===== config.mk =====
export PLATFORM = sky130hd
export DESIGN_NAME = modular_exponentiation_top
export DESIGN_NICKNAME = d
export VERILOG_FILES = /design/src/rtl/mexp_pkg.sv /design/src/rtl/mexp_mulmod.sv /design/src/rtl/modular_exponentiation_top.sv
export SDC_FILE = /design/constraint.sdc
export NUM_CORES = 2
export LEC_CHECK = 0
export BUFFER_PORTS_ARGS = -buffer_cell sky130_fd_sc_hd__buf_2
export CORE_MARGIN = 4
export CORE_UTILIZATION = 56
export DETAILED_ROUTE_END_ITERATION = 8
export PLACE_DENSITY_LB_ADDON = 0.1
export SYNTH_ARGS = -nofsm -noshare
export SYNTH_HDL_FRONTEND = slang
export SYNTH_SLANG_ARGS = --single-unit

===== constraint.sdc =====
create_clock -name clk -period 27.3 [get_ports clk]
set_input_delay 2.73 -clock clk [delete_from_list [all_inputs] [get_ports clk]]
set_output_delay 2.73 -clock clk [all_outputs]
set_load 0.02 [all_outputs]

===== src/rtl/mexp_pkg.sv =====
package mexp_pkg;

    // Prime modulus; fits in 30 bits.
    localparam logic [29:0] MOD_P = 30'd1000000007;

    // Barrett constant floor(2^60 / MOD_P).
    localparam logic [30:0] BARRETT_MU = 31'd1152921496;

    // Request to the shared modular multiplier.
    typedef struct packed {
        logic        start;
        logic [29:0] op_a;
        logic [29:0] op_b;
    } mexp_mm_req_t;

    // Response from the shared modular multiplier.
    typedef struct packed {
        logic        done;
        logic [29:0] result;
    } mexp_mm_rsp_t;

    // Bring a value below 3 * MOD_P into 0 .. MOD_P-1.
    function automatic logic [29:0] reduce_3p(input logic [31:0] value);
        logic [31:0] p1;
        logic [31:0] p2;
        logic [31:0] diff;
        p1 = {2'b00, MOD_P};
        p2 = {1'b0, MOD_P, 1'b0};
        if (value < p1)
        begin
            diff = value;
        end
        else if (value < p2)
        begin
            diff = value - p1;
        end
        else
        begin
            diff = value - p2;
        end
        return diff[29:0];
    endfunction

endpackage


===== src/rtl/mexp_mulmod.sv =====
module mexp_mulmod
    import mexp_pkg::*;
(
    input  logic         clk,
    input  logic         rst_n,
    input  mexp_mm_req_t req,
    output mexp_mm_rsp_t rsp
);

    typedef enum logic [5:0] {
        M_IDLE = 6'b000001,
        M_MUL  = 6'b000010,
        M_EST  = 6'b000100,
        M_QP   = 6'b001000,
        M_SUB  = 6'b010000,
        M_FIX  = 6'b100000
    } mm_state_t;

    mm_state_t   state_reg;
    mm_state_t   state_next;

    logic [29:0] a_reg;
    logic [29:0] b_reg;
    logic [59:0] x_reg;
    logic [30:0] q_reg;
    logic [31:0] r_reg;

    logic [31:0] op_x;
    logic [31:0] op_y;
    logic [63:0] mul_out;

    // Steer the one 32x32 multiplier: product, quotient estimate, quotient times modulus.
    always_comb
    begin
        unique case (state_reg)
            M_MUL:
            begin
                op_x = {2'b00, a_reg};
                op_y = {2'b00, b_reg};
            end
            M_EST:
            begin
                op_x = {1'b0, x_reg[59:29]};
                op_y = {1'b0, BARRETT_MU};
            end
            M_QP:
            begin
                op_x = {1'b0, q_reg};
                op_y = {2'b00, MOD_P};
            end
            default:
            begin
                op_x = 32'd0;
                op_y = 32'd0;
            end
        endcase
    end

    assign mul_out = {32'd0, op_x} * {32'd0, op_y};

    always_comb
    begin
        unique case (state_reg)
            M_IDLE:  state_next = req.start ? M_MUL : M_IDLE;
            M_MUL:   state_next = M_EST;
            M_EST:   state_next = M_QP;
            M_QP:    state_next = M_SUB;
            M_SUB:   state_next = M_FIX;
            M_FIX:   state_next = M_IDLE;
            default: state_next = M_IDLE;
        endcase
    end

    always_ff @(posedge clk or negedge rst_n)
    begin
        if (!rst_n)
        begin
            state_reg <= M_IDLE;
        end
        else
        begin
            state_reg <= state_next;
        end
    end

    always_ff @(posedge clk)
    begin
        if (state_reg == M_IDLE && req.start)
        begin
            a_reg <= req.op_a;
            b_reg <= req.op_b;
        end
        if (state_reg == M_MUL)
        begin
            x_reg <= mul_out[59:0];
        end
        if (state_reg == M_EST)
        begin
            q_reg <= mul_out[61:31];
        end
        if (state_reg == M_QP)
        begin
            r_reg <= mul_out[31:0];
        end
        if (state_reg == M_SUB)
        begin
            // Remainder is below 3 * MOD_P, so 32 low bits carry it exactly.
            r_reg <= x_reg[31:0] - r_reg;
        end
    end

    always_comb
    begin
        rsp.done   = (state_reg == M_FIX);
        rsp.result = reduce_3p(r_reg);
    end

    a_start_idle: assert property (@(posedge clk) disable iff (!rst_n)
        req.start |-> state_reg == M_IDLE)
        else $error("mulmod started while busy");

    a_sub_then_done: assert property (@(posedge clk) disable iff (!rst_n)
        state_reg == M_SUB |=> rsp.done)
        else $error("mulmod did not finish after subtract");

    a_result_reduced: assert property (@(posedge clk) disable iff (!rst_n)
        rsp.done |-> rsp.result < MOD_P)
        else $error("mulmod result not reduced");

endmodule


===== src/rtl/modular_exponentiation_top.sv =====
// Computes base^exponent mod 1000000007 by right-to-left square-and-multiply.
// One item is in flight at a time: item_ready is high only while the block is idle.
// The base is first folded below the modulus, then each exponent bit from the
// least significant up costs one modular multiply into the accumulator when set,
// and one squaring as long as higher bits remain. Every modular multiply runs on
// a single shared 32x32 multiplier with Barrett reduction. An exponent of zero
// gives 1 for any base. The result waits in an output register, so the next
// item may be transferred while it is still unclaimed.
module modular_exponentiation_top
    import mexp_pkg::*;
(
    input  logic        clk,
    input  logic        rst_n,
    input  logic        item_valid,
    output logic        item_ready,
    input  logic [30:0] base,
    input  logic [30:0] exponent,
    output logic        result_valid,
    input  logic        result_ready,
    output logic [29:0] power_mod
);

    typedef enum logic [6:0] {
        S_IDLE     = 7'b0000001,
        S_REDUCE   = 7'b0000010,
        S_ACC      = 7'b0000100,
        S_ACC_WAIT = 7'b0001000,
        S_SQR      = 7'b0010000,
        S_SQR_WAIT = 7'b0100000,
        S_FINISH   = 7'b1000000
    } state_t;

    state_t       state_reg;
    state_t       state_next;

    logic [29:0]  acc_reg;      // running product
    logic [30:0]  sq_reg;       // running square (raw base until folded)
    logic [30:0]  exp_reg;      // exponent bits still to scan
    logic [29:0]  power_mod_reg;
    logic         result_valid_reg;
    logic         result_valid_next;
    logic         out_free;

    mexp_mm_req_t mm_req;
    mexp_mm_rsp_t mm_rsp;

    assign item_ready   = (state_reg == S_IDLE);
    assign result_valid = result_valid_reg;
    assign power_mod    = power_mod_reg;

    // Output slot may take a new result when empty or drained this cycle.
    assign out_free = !result_valid_reg || result_ready;

    always_comb
    begin
        mm_req.start = (state_reg == S_ACC) || (state_reg == S_SQR);
        mm_req.op_a  = (state_reg == S_ACC) ? acc_reg : sq_reg[29:0];
        mm_req.op_b  = sq_reg[29:0];
    end

    mexp_mulmod u_mulmod (
        .clk   (clk),
        .rst_n (rst_n),
        .req   (mm_req),
        .rsp   (mm_rsp)
    );

    // Sequencer: multiply on a set bit, square while higher bits remain.
    always_comb
    begin
        unique case (state_reg)
            S_IDLE:
            begin
                state_next = item_valid ? S_REDUCE : S_IDLE;
            end
            S_REDUCE:
            begin
                if (exp_reg == 31'd0)
                begin
                    state_next = S_FINISH;
                end
                else
                begin
                    state_next = exp_reg[0] ? S_ACC : S_SQR;
                end
            end
            S_ACC:
            begin
                state_next = S_ACC_WAIT;
            end
            S_ACC_WAIT:
            begin
                if (!mm_rsp.done)
                begin
                    state_next = S_ACC_WAIT;
                end
                else
                begin
                    // Skip the trailing square once no higher bit is left.
                    state_next = (exp_reg[30:1] == 30'd0) ? S_FINISH : S_SQR;
                end
            end
            S_SQR:
            begin
                state_next = S_SQR_WAIT;
            end
            S_SQR_WAIT:
            begin
                if (!mm_rsp.done)
                begin
                    state_next = S_SQR_WAIT;
                end
                else
                begin
                    // Next bit to scan is exp_reg[1]; higher bits are known nonzero.
                    state_next = exp_reg[1] ? S_ACC : S_SQR;
                end
            end
            S_FINISH:
            begin
                state_next = out_free ? S_IDLE : S_FINISH;
            end
            default:
            begin
                state_next = S_IDLE;
            end
        endcase
    end

    always_comb
    begin
        if (state_reg == S_FINISH && out_free)
        begin
            result_valid_next = 1'b1;
        end
        else if (result_ready)
        begin
            result_valid_next = 1'b0;
        end
        else
        begin
            result_valid_next = result_valid_reg;
        end
    end

    always_ff @(posedge clk or negedge rst_n)
    begin
        if (!rst_n)
        begin
            state_reg        <= S_IDLE;
            result_valid_reg <= 1'b0;
        end
        else
        begin
            state_reg        <= state_next;
            result_valid_reg <= result_valid_next;
        end
    end

    always_ff @(posedge clk)
    begin
        if (state_reg == S_IDLE && item_valid)
        begin
            sq_reg  <= base;
            exp_reg <= exponent;
            acc_reg <= 30'd1;
        end
        if (state_reg == S_REDUCE)
        begin
            // Base is below 2^31, which is under three times the modulus.
            sq_reg <= {1'b0, reduce_3p({1'b0, sq_reg})};
        end
        if (state_reg == S_ACC_WAIT && mm_rsp.done)
        begin
            acc_reg <= mm_rsp.result;
        end
        if (state_reg == S_SQR_WAIT && mm_rsp.done)
        begin
            sq_reg  <= {1'b0, mm_rsp.result};
            exp_reg <= exp_reg >> 1;
        end
        if (state_reg == S_FINISH && out_free)
        begin
            power_mod_reg <= acc_reg;
        end
    end

    a_transfer_starts: assert property (@(posedge clk) disable iff (!rst_n)
        item_valid && item_ready |=> state_reg == S_REDUCE)
        else $error("transfer did not start the reduction");

    a_finish_posts: assert property (@(posedge clk) disable iff (!rst_n)
        state_reg == S_FINISH && !result_valid_reg |=> result_valid_reg)
        else $error("finished result not posted");

    a_result_range: assert property (@(posedge clk) disable iff (!rst_n)
        result_valid |-> power_mod < MOD_P)
        else $error("result not reduced");

endmodule

### After elaboration in Yosys (flattened, before gate mapping)

Cells that the tools add are included.
Widths: inputs -> output; s select.

* multiplexer cells: 29
* reductions and logical operators: 17
* order comparisons: 4
* add/sub/neg operators: 5
* multipliers: 1
* equality and inequality tests: 14

Operators with widths (number)
* $mux 30: 12
* $pmux 31 s3: 2
* $sub 30x30->30 const B: 4
* $mux 32: 2
* $mul 31x31->62: 1
* $pmux 7 s7: 1
* $lt 32x30->1 const B: 1
* $lt 32x31->1 const B: 1
* $sub 32x32->32: 1
* $logic_not 31->1: 1
* $lt 31x30->1 const B: 1
* $lt 31x31->1 const B: 1
* $logic_not 30->1: 1
* $pmux 6 s5: 1
* $mux 7: 4
* $mux 5: 2
* $reduce_bool 2->1: 4
* $eq 7x1->1 const B: 1
* $eq 7x2->1 const B: 1
* $eq 7x3->1 const B: 1
* $eq 7x4->1 const B: 1
* $eq 7x5->1 const B: 1
* $eq 7x6->1 const B: 1
* $eq 7x7->1 const B: 1
* other kinds (16): 23

* logic and storage cells: 84
* output and inout port bits: 32
* bits of input ports: 66
* register bits: 319

### Longest topological paths before layout

* word-level depth: 5
* gate-level depth with buffers: 35
* gate-level depth less buffers: 31

### Cells and area by module

From an unflattened synthesis, not the netlist that was laid out.

* cell total of the unflattened synthesis: 5049
* area, all modules: 46962.5 um^2

Modules (own cells, without submodules)
* mexp_mulmod: area each 40015.9 um^2, sequential area each 5646.7 um^2, cells each 4397, times used 1
* modular_exponentiation_top: area each 6946.7 um^2, sequential area each 3844.9 um^2, cells each 652, times used 1

### Worst setup path after synthesis

No wires, ideal clock.

* kind: register to register
* from: register u_mulmod.state_reg[1]
* to: register u_mulmod.q_reg[20] (data pin)
* required time: 27032 ps
* cell stages (with the launch flop): 31
* clock period less this slack: 8918 ps
* path buffers: 4
* setup time: 268 ps
* data arrival time: 8650 ps
* path slack: 18382 ps
* cells stage by stage: dfrtp_1 nor2_1 nand2_1 nor3b_1 clkbuf_1 clkbuf_1 nand2_1 nand2_1 clkbuf_1 nand2_1 fa_1 fa_1 fa_1 fa_1 inv_1 fa_1 fa_1 fa_1 inv_1 fa_1 inv_1 ha_1 clkbuf_1 nand3_1 or4b_2 o21ai_0 nor3_1 o21a_1 o21ai_1 a21boi_0 xnor2_1

* longest elaborated chain between the ends: 3
* elaborated cells on any way between the ends: 6
* those cells by class: mul (1); eq/ne (3); mux (2)

Ends and longest elaborated chain
* from (decl): line mexp_mulmod.sv:19 `mm_state_t state_reg;`
* from (signal assigned): line mexp_mulmod.sv:82 `state_reg <= state_next;`
* $eq 6x4->1, or another cell as far along: line mexp_mulmod.sv:35 `unique case (state_reg)`
* $pmux 31 s3: line mexp_mulmod.sv:35
* $mul 31x31->62 (*): line mexp_mulmod.sv:59 `assign mul_out = {32'd0, op_x} * {32'd0, op_y};`
* via u_mulmod.mul_out[51]: line mexp_mulmod.sv:30 `logic [63:0] mul_out;`
* to (signal assigned): line mexp_mulmod.sv:99 `q_reg <= mul_out[61:31];`
* to (decl): line mexp_mulmod.sv:25 `logic [30:0] q_reg;`

Mark *: on every way through the listed nets, which the timed path passes. The rest lies on a longest branch.
A chain may end at the register's enable or synchronous reset.

### Worst setup path after layout

* from: register u_mulmod.state_reg[2]
* to: register u_mulmod.x_reg[56] (data pin)

* longest elaborated chain between the ends: 3
* elaborated cells on any way between the ends: 6
* those cells by class: mul (1); eq/ne (3); mux (2)

Ends and longest elaborated chain
* $eq 6x4->1, or another cell as far along: line mexp_mulmod.sv:35
* $pmux 31 s3: line mexp_mulmod.sv:35
* $mul 31x31->62 (*): line mexp_mulmod.sv:59
* via u_mulmod.mul_out[56]: line mexp_mulmod.sv:30
* to (signal assigned): line mexp_mulmod.sv:95 `x_reg <= mul_out[59:0];`
* to (decl): line mexp_mulmod.sv:24 `logic [59:0] x_reg;`

Marked as above.

==> metrics.cfg <==
[floorplanning]
core_area_um2=82000
num_rows=105
initial_utilization=0.564
io_pins=98
fp.dieW_um=295
die_y_um=295
dieArea_um2=87300

[synthesis]
ys.flop_type=edfxtp_1
ys.warnings.count=0
synth.avg_cell_area_um2=9.37
synthCells=4936
synth.distinct_cells=86
synth-async-reset-ratio=0.0439
synth_area_um2=46300
synth_edf_count=303
seq_area_frac_synth=0.205
synth_seq_cells=319

[clocking]
cts_setup_buffers=0
clock-sinks=319
clock_path_buffers=3
clk_pin_slew_ns=0.07
worstSkewPairLatency_ns=0.60
cts_made_buffers=30
cts_hold_buf=0
cts_resized=0
htreeDepth=1
cts_tree=built
clockRootBuffer=clkbuf_16

[cells_and_area]
drive_gt1_frac=0.0649
finalNonFillerCells=5990
fin_nets=6086
final_core_util=0.596
largest_reg_flops=60
syn_to_final_growth_pct=5.66
final_cell_area_um2=48900

[timing]
fin_hold_ws_ns=0.442
fin_crit_sh=0.393
setup_violations=0
fin_setup_tns_ns=0
rsz0062_at_grt=false
hold_viol=0
max_freq_mhz=93.1
period_needed_ns=10.74
slew_violations=0
skew_ns=0.0172
max_slew_margin=0.174
worst_pin_slew_ns=1.24
setup_slack_ns=16.56

[setup_path]
slowest_delay_ns=0.65
cp_num_buf_inv=7
crit_arrival_ns=11.08
cp_top_family=adder cells
setup.worst_path.class=reg2reg
slowest_stage=buf_4
cp_max_fo=59
critPathCaptureType=register
cp_common_cell=fa_1
crit_required_ns=27.64
start_kind=register

[global_routing]
grt_pass1_vias=36900
antenna_found_initial=4
track_usage=0.361
overflow=0
grt_max_degree=61
grt_pass1_wl_um=233000

[power]
cellLeakagePower_nw=23.3
cellPowerDensity_nw_per_um2=27.2
power_mw=1.33
peakVddDrop_mv=0.0704

[placement]
dp.cells=5930
io_buffers=97
gp_congestion=0.972
pre_cts_ws_ns=16.75
placed_cell_area_um2=47800
dp_hpwl_um=120000

[run]
maxCapViolCount=0

[detailed_routing]
first_pass_iters=6
vias=35800
drc=0
wl_um=153000
drt_iter0_drc=3814
wire_per_inst_um=25.6
final_antenna_net_count=0
vias_per_cell=5.97

[outcome]
status=complete, no violations

[worst_hold_path]
hp-class=reg2reg

cells in the mapped netlist (28+ instances only):
cell | count | area share
a21o_1 | 92 | 0.015
a21oi_1 | 148 | 0.016
a22oi_1 | 53 | 0.0086
a31oi_1 | 28 | 0.0038
and2_1 | 44 | 0.0060
clkbuf_1 | 242 | 0.020
edfxtp_1 | 303 | 0.20
fa_1 | 838 | 0.36
ha_1 | 290 | 0.078
inv_1 | 853 | 0.069
mux2_2 | 28 | 0.0068
nand2_1 | 725 | 0.059
nand3_1 | 49 | 0.0053
nor2_1 | 590 | 0.048
nor3_1 | 34 | 0.0037
o21ai_0 | 138 | 0.015
xnor2_1 | 89 | 0.017
xor2_1 | 51 | 0.0097
layout make-up:
cell class | instances | area [um2]
Timing Repair Buffer | 182 | 1120
Tap cell | 1070 | 1340
Clock buffer | 37 | 807
Multi-Input combinational cell | 3505 | 32700
Fill cell | 7263 | 33100
Clock inverter | 19 | 223
Inverter | 854 | 3210
Sequential cell | 319 | 9490
Antenna cell | 4 | 10.0
cells in the final DEF (no fill, tap or decap), drive strengths merged, types with 8 or more instances in the layout:
| master | Yosys | layout |
|---|---|---|
| nor2b | 11 | 11 |
| clkbuf | 242 | 37 |
| xor2 | 51 | 51 |
| o21a | 15 | 15 |
| a31oi | 28 | 28 |
| mux2 | 28 | 28 |
| nand4 | 26 | 26 |
| or2 | 11 | 11 |
| a211oi | 13 | 13 |
| nor2 | 590 | 590 |
| fa | 838 | 838 |
| o211ai | 19 | 19 |
| and2 | 45 | 45 |
| xnor2 | 89 | 89 |
| nand2 | 725 | 725 |
| ha | 290 | 290 |
| a22oi | 53 | 53 |
| nand3 | 49 | 49 |
| or3 | 12 | 12 |
| nand2b | 18 | 18 |
| nor3 | 35 | 35 |
| a21oi | 148 | 148 |
| buf | 20 | 182 |
| o31ai | 12 | 12 |
| a21o | 92 | 92 |
| dfrtp | 12 | 12 |
| o21ai | 143 | 143 |
| inv | 853 | 854 |
| clkinv | 1 | 14 |
| o221ai | 8 | 8 |
| o21bai | 10 | 10 |
| and3 | 20 | 20 |
| edfxtp | 303 | 303 |
| nor4 | 21 | 21 |
where the power goes:
group / switching [mW] / leakage [nW] / internal (mW)
Combinational: 0.126 / 19.7 / 0.0832
Sequential: 0.0658 / 3.09 / 0.612
Clock: 0.194 / 0.509 / 0.249
kinds of logic (layout without fill, tap and decap cells):
kind of cell | count (synthesis) | count (layout) | share of synthesized area
mux | 31 | 31 | 0.00747
fa+ha+maj | 1128 | 1128 | 0.441
xor+xnor | 140 | 140 | 0.0265
simple gates | 1595 | 1595 | 0.145
compound gates | 605 | 605 | 0.0839
flops | 319 | 319 | 0.205
buf+inv | 1116 | 1092 | 0.0909
other cells | 2 | 10 | 0.000162
final timing paths:
path                                       startpoint               endpoint  slack [ns]  cells after the start
worst max register to register  u_mulmod.state_reg[2]     u_mulmod.x_reg[56]       16.56                     31
min in group asynchronous                       rst_n           state_reg[1]        2.05                      1
worst min register to register            acc_reg[15]          power_mod[15]        0.44                      0
worst min-delay path                      acc_reg[15]          power_mod[15]        0.44                      0
worst max-delay path            u_mulmod.state_reg[2]     u_mulmod.x_reg[56]       16.56                     31
max in group asynchronous                       rst_n  u_mulmod.state_reg[0]       24.93                      1
routing by layer:
layer | GRT usage | up-vias | share of wire
met5 | 0 | - | 0.000098
met4 | 0.153 | 2 | 0.054
met3 | 0.107 | 404 | 0.12
met2 | 0.542 | 2058 | 0.43
met1 | 0.494 | 17900 | 0.39
li1 | - | 15400 | -
Power figures use the tool's default switching activity.
